$ cat src/f32cr_pkg.sv
// Package: constants, codes and shared types for the cluster chain walker.
package f32cr_pkg;

  localparam int TABLE_ENTRIES = 4096;
  localparam int MAX_RUNS      = 64;
  localparam int IDX_W         = $clog2(TABLE_ENTRIES);
  localparam int STEP_W        = $clog2(TABLE_ENTRIES + 1);
  localparam int RUN_W         = $clog2(MAX_RUNS + 1);
  localparam int CL_W          = 28;
  localparam int SEC_W         = 41;
  localparam int PROD_W        = 40;
  localparam int OFF_W         = 36;

  localparam logic [CL_W-1:0] LINK_END_MIN = 28'hFFF_FFF8;
  localparam logic [CL_W-1:0] FIRST_DATA_CLUSTER = 28'd2;

  localparam logic ACT_WRITE = 1'b0;
  localparam logic ACT_WALK  = 1'b1;

  typedef enum logic [1:0] {
    ST_OK    = 2'd0,
    ST_EMPTY = 2'd1,
    ST_BAD   = 2'd2,
    ST_TRUNC = 2'd3
  } walk_status_t;

  typedef enum logic [1:0] {
    CFG_RESERVED   = 2'd0,
    CFG_COPIES     = 2'd1,
    CFG_TABLE_SIZE = 2'd2,
    CFG_SPC        = 2'd3
  } cfg_index_t;

  typedef enum logic [2:0] {
    S_IDLE,
    S_BASE,
    S_BASE_ADD,
    S_CHECK,
    S_MAP,
    S_LAST,
    S_MERGE,
    S_LINK
  } state_t;

  typedef enum logic {
    SRC_OPEN,
    SRC_ZERO
  } emit_src_t;

  typedef struct packed {
    logic              action;
    logic [CL_W-1:0]   cluster_number;
    logic [31:0]       entry_value;
  } req_t;

  typedef struct packed {
    logic [SEC_W-1:0]  run_first_sector;
    logic [SEC_W-1:0]  run_last_sector;
    logic [1:0]        walk_status;
    logic              final_run;
  } res_t;

  typedef struct packed {
    logic         wr_table;
    logic         walk_init;
    logic         base_mul;
    logic         base_add;
    logic         check;
    logic         map;
    logic         last_calc;
    logic         run_open;
    logic         run_extend;
    logic         link_adv;
    logic         emit;
    emit_src_t    emit_src;
    walk_status_t emit_status;
    logic         emit_final;
  } dp_cmd_t;

  typedef struct packed {
    logic req_short;
    logic cur_bad;
    logic have_run;
    logic contig;
    logic runs_full;
    logic link_end;
    logic steps_full;
  } dp_stat_t;

endpackage

$ cat src/f32cr_ctrl.sv
// Controller: walk sequencing state machine driving the datapath.
module f32cr_ctrl (
  input  logic                 clk,
  input  logic                 rst,
  input  logic                 start,
  input  logic                 action,
  input  f32cr_pkg::dp_stat_t  stat,
  output f32cr_pkg::dp_cmd_t   cmd,
  output logic                 busy
);

  f32cr_pkg::state_t state, state_next;

  always_ff @(posedge clk) begin
    if (rst) begin
      state <= f32cr_pkg::S_IDLE;
    end else begin
      state <= state_next;
    end
  end

  assign busy = state != f32cr_pkg::S_IDLE;

  always_comb begin
    state_next      = state;
    cmd             = '0;
    cmd.emit_src    = f32cr_pkg::SRC_OPEN;
    cmd.emit_status = f32cr_pkg::ST_OK;
    unique case (state)
      f32cr_pkg::S_IDLE: begin
        if (start) begin
          if (action == f32cr_pkg::ACT_WRITE) begin
            cmd.wr_table = 1'b1;
          end else if (stat.req_short) begin
            cmd.emit        = 1'b1;
            cmd.emit_src    = f32cr_pkg::SRC_ZERO;
            cmd.emit_status = f32cr_pkg::ST_EMPTY;
            cmd.emit_final  = 1'b1;
          end else begin
            cmd.walk_init = 1'b1;
            state_next    = f32cr_pkg::S_BASE;
          end
        end
      end
      f32cr_pkg::S_BASE: begin
        cmd.base_mul = 1'b1;
        state_next   = f32cr_pkg::S_BASE_ADD;
      end
      f32cr_pkg::S_BASE_ADD: begin
        cmd.base_add = 1'b1;
        state_next   = f32cr_pkg::S_CHECK;
      end
      f32cr_pkg::S_CHECK: begin
        if (stat.cur_bad) begin
          cmd.emit        = 1'b1;
          cmd.emit_src    = stat.have_run ? f32cr_pkg::SRC_OPEN : f32cr_pkg::SRC_ZERO;
          cmd.emit_status = f32cr_pkg::ST_BAD;
          cmd.emit_final  = 1'b1;
          state_next      = f32cr_pkg::S_IDLE;
        end else begin
          cmd.check  = 1'b1;
          state_next = f32cr_pkg::S_MAP;
        end
      end
      f32cr_pkg::S_MAP: begin
        cmd.map    = 1'b1;
        state_next = f32cr_pkg::S_LAST;
      end
      f32cr_pkg::S_LAST: begin
        cmd.last_calc = 1'b1;
        state_next    = f32cr_pkg::S_MERGE;
      end
      f32cr_pkg::S_MERGE: begin
        state_next = f32cr_pkg::S_LINK;
        if (!stat.have_run) begin
          cmd.run_open = 1'b1;
        end else if (stat.contig) begin
          cmd.run_extend = 1'b1;
        end else if (stat.runs_full) begin
          cmd.emit        = 1'b1;
          cmd.emit_status = f32cr_pkg::ST_TRUNC;
          cmd.emit_final  = 1'b1;
          state_next      = f32cr_pkg::S_IDLE;
        end else begin
          cmd.emit     = 1'b1;
          cmd.run_open = 1'b1;
        end
      end
      f32cr_pkg::S_LINK: begin
        cmd.link_adv = 1'b1;
        if (stat.link_end) begin
          cmd.emit       = 1'b1;
          cmd.emit_final = 1'b1;
          state_next     = f32cr_pkg::S_IDLE;
        end else if (stat.steps_full) begin
          cmd.emit        = 1'b1;
          cmd.emit_status = f32cr_pkg::ST_TRUNC;
          cmd.emit_final  = 1'b1;
          state_next      = f32cr_pkg::S_IDLE;
        end else begin
          state_next = f32cr_pkg::S_CHECK;
        end
      end
      default: begin
        state_next = f32cr_pkg::S_IDLE;
      end
    endcase
  end

endmodule

$ cat config.mk
export PLATFORM = sky130hd
export DESIGN_NAME = f32cr_ctrl
export DESIGN_NICKNAME = d
export VERILOG_FILES = /design/src/f32cr_pkg.sv /design/src/f32cr_ctrl.sv
export SDC_FILE = /design/constraint.sdc
export NUM_CORES = 1
export LEC_CHECK = 0
export BUFFER_PORTS_ARGS = -buffer_cell sky130_fd_sc_hd__buf_2
export CAP_MARGIN = 0
export CORE_AREA = 5 5 42 44
export DETAILED_ROUTE_END_ITERATION = 6
export DIE_AREA = 0 0 47 49
export GPL_ROUTABILITY_DRIVEN = 0
export PLACE_DENSITY = 0.64
export SYNTH_ARGS = -nofsm -noshare
export SYNTH_HDL_FRONTEND = slang
export SYNTH_SLANG_ARGS = --single-unit
$ cat constraint.sdc
create_clock -name clk -period 2.38 [get_ports clk]
set_input_delay 0 -clock clk [delete_from_list [all_inputs] [get_ports clk]]
set_output_delay 0 -clock clk [all_outputs]
set_load 0.05 [all_outputs]
# == Word level (Yosys, flattened, before mapping) ==
# Cells that the tools add are included.
# totals
elab_cells,60
inputBits,11
n_memories,0
output_inout_bits,16
romBits,0
reg_bits,3
mem_bits_rw,0
latch_bits,0
# classes
n_bitwise,0
div,0
mux,46
n_addsub,0
reduce_logical,3
multipliers,0
order_cmp,0
shifts,0
eq_ne,10
# ops
op,count
3-bit two-way mux,12
3-bit one-hot mux with 8 select lines,1
1-bit two-way mux,21
5-bit two-way mux,4
"3-bit equality test, second input constant",4
3-bit one-hot mux with 4 select lines,1
2-bit two-way mux,5
"3-bit by 2-bit equality test with 1-bit output, second input constant",2
"2-bit != test, second input constant",3
1-bit one-hot mux with 4 select lines,1
"3-bit by 1-bit equality test with 1-bit output, second input constant",1
3-bit zero test,1
3-bit AND reduction,1
3-bit nonzero test,1
1-bit one-hot mux with 2 select lines,1

# == Logic depth before layout (Yosys ltp) ==
# logic_depth
depth_word,4
depth_mapped,4
mapped_depth_nobuf,3

# == Worst setup path after synthesis ==
# Ideal clock, no wire load.
# synth_timing
path_kind,flip-flop to output port
startpoint,register state[2]
endpoint,output port cmd[3] (netlist bit)
n_path_buf,1
t_required_ps,2380
slack_ps,216
path_stages_with_launch,3
arrival_ps,2164
path_cell_list,dfxtp_1 buf_4 o41ai_1
# synth_lines
element,line_no,source
"start, declared",f32cr_ctrl.sv:12,"f32cr_pkg::state_t state, state_next;"
"start signal, assigned",f32cr_ctrl.sv:16,state <= f32cr_pkg::S_IDLE;
"start signal, assigned",f32cr_ctrl.sv:18,state <= state_next;
"end, declared",f32cr_ctrl.sv:8,"output f32cr_pkg::dp_cmd_t cmd,"

==> out/qor.txt <==
Status - complete, no violations
Die width - 47 µm
Fin Hold WS - 0.0893 ns
Int Pwr - 0.178 mW
Mean post-synth cell area - 7.36 µm²
Worst hold path type - input port to flop
Max Freq - 581 MHz
Layout cells sized above 1 - 0.430
Post-Syn Area - 375 µm²
Cell variety after synth - 28
Clock Latency Late Sink - 0.24 ns
Most common cell after layout, fill and taps aside - buf_2
Clk pwr share - 0.248
Data required, critical path - 2.38 ns
DRT Pass-1 Iters - 3
Core area - 1400 µm²
First-pass GRT wire length - 1770 µm
Die H - 49 µm
Net Switching - 0.200 mW
GR Overflow Total - 0
Crit Path Max Fanout - 13
Critical Path Source Type - flop
WL final - 1060 µm
Sequential share of the synthesized area - 0.160
Clock transition at path regs - 0.04 ns
Worst-path cell chain - nand2b_1 -> or3_4 -> nand3_1 -> buf_2
Final min period - 1.72 ns
Worst-margin pin slew - 0.412 ns
Worst Reg-to-Reg Cells - 3
Residual DRC - 0
Critical Path Max Stage Delay - 0.54 ns
Flop2flop setup slack - 0.95 ns
CTS tree - built
Row cnt - 14
Leak - 0.303 nW
Maximum vdd drop - 0.203 mV
Worst hold stages - 3
Max Buffers Root-to-Sink - 2
MaxCap Viol Count - 0
Most frequent cells in the layout - buf_2, nor3_1, inv_1, nand3_1
Nature of the critical path endpoint - output pin
Power Density - 710 nW/µm²
Vias in the first global route - 462
Num CTS Buffers - 3
ANT cells - 0
Fin crit share - 0.723
Synth area leader - dfxtp_1
Crit Path Category - flop to output pin
Antenna viol nets, final - 0
Hold wc startpoint - stat[6]
Final slew viol count - 0
Synth area leaders - dfxtp_1, nor3_1, buf_6
Worst r2r src - state[2]
Final hold vios - 0
RSZ-0062 raised after global routing - false
Worst EP arrival - 1.72 ns
DR WL/cell - 11.2 µm
Initial DRC count - 6
Biggest register - state
Starting Density - 0.268
Die area - 2300 µm²
# setup viols final - 0
Slowest-stage cell, CP - dfxtp_1
Combinational share of power - 0.522
RR Endpoint - state[0]
Top flop regs - state (3)
YS warnings - 0
Syn nets - 62
Root buffer cell - clkbuf_4
Total track usage - 0.102
Number of flip-flops in the largest register - 3
Worst slew margin - 0.725
Antenna violations before repair - 0
Clock sink count - 3
Fin nets - 91
Via count - 479
HPWL after DPL - 829 µm
Worst Skew - 0.00565 ns
Largest net degree at the start of global routing - 14
Top-Level Pins - 27
Mapped Cells - 51
Flops & latches, synth - 3
Hold EP - state[0]
Switching Share - 0.529
Top cell type's share of synthesized area - 0.160
Post-CTS Resized - 0
Vias/cell - 5.04
Buffers on Ports - 26
Sequential power share - 0.229
TNS Setup - 0 ns
# H-tree levels - 1
Area grow syn2layout - 41.7%
cell type report:
class | instances | area, µm²
inverters | 4 | 15.0
flip-flops and latches | 3 | 60.1
repair buffers | 27 | 140
clock buffers | 4 | 26.3
multi-input cells | 41 | 270
fillers | 165 | 870
well taps | 16 | 20.0
through the flow:
step / instances / setup WS, ns / area (µm²) / utilization / total power, mW
floorplan: 51 / 0.216 / 375 / - / 0.252
global placement: 90 / 0.918 / 495 / 0.354 / 0.283
detailed placement: 90 / 0.904 / 495 / 0.354 / 0.285
CTS: 95 / 0.652 / 532 / 0.379 / 0.381
global route: 95 / 0.502 / 532 / 0.379 / 0.407
finish: 95 / 0.660 / 532 / 0.379 / 0.378
power by group through the flow:
stage          clock (mW)  sequential (mW)  combinational [mW]
6_report           0.0937           0.0866               0.197
5_1_grt             0.103           0.0912               0.213
4_1_cts            0.0954           0.0860               0.199
3_5_place_dp            0           0.0869               0.198
3_3_place_gp            0           0.0860               0.197
2_1_floorplan           0           0.0654               0.187
how the worst max path moves through the flow:
stage	cells past startpoint	startpoint	slack [ns]	to
after floorplan	2	state[2]	0.22	cmd[3]
after global placement	4	state[2]	0.92	cmd[1]
after detailed placement	4	state[1]	0.90	cmd[1]
after CTS	4	state[1]	0.65	cmd[1]
after global routing	4	state[0]	0.50	cmd[3]
final	4	state[2]	0.66	cmd[0]
critical path, delay by kind of cell (launching register included):
| family | cells | cell delay, ns |
|---|---|---|
| simple gates | 3 | 0.67 |
| flops | 1 | 0.54 |
| buf+inv | 1 | 0.26 |
synthesized netlist by cell type:
cell type  n
nand3b_1   2
nand2_1    3
and2_1     1
nor3b_1    2
nand2_4    1
nor2_1     3
o22ai_1    1
or3_1      1
buf_6      2
dfxtp_1    3
o21a_1     1
nand2b_1   2
a31oi_1    1
nor3_1     5
nand4_1    2
buf_4      1
a2111oi_2  1
a2bb2oi_1  1
nor3b_2    1
nand3_1    4
nor2b_1    1
and3_1     3
o21ai_0    1
o41ai_1    1
and3b_1    1
or3_4      1
inv_1      4
o21ai_2    1
layer usage:
metal	wire, µm	global-route usage	vias to the layer above
met2	481	0.152	16
met4	21	0.0691	0
li1	-	-	244
met3	61	0.0111	2
met5	0	0	-
met1	498	0.132	217
logic make-up after synthesis:
logic type      count (synthesis)  share of synthesized area
flops                           3                      0.160
buf+inv                         7                      0.120
compound gates                  8                      0.177
simple gates                   33                      0.543
what timing repair did:
action	CTS	global route
buffers inserted	0	0
endpoints found under the hold margin	3	0
endpoints found under the setup margin	0	0
hold buffers	1	0
Power figures use the tool's default switching activity.
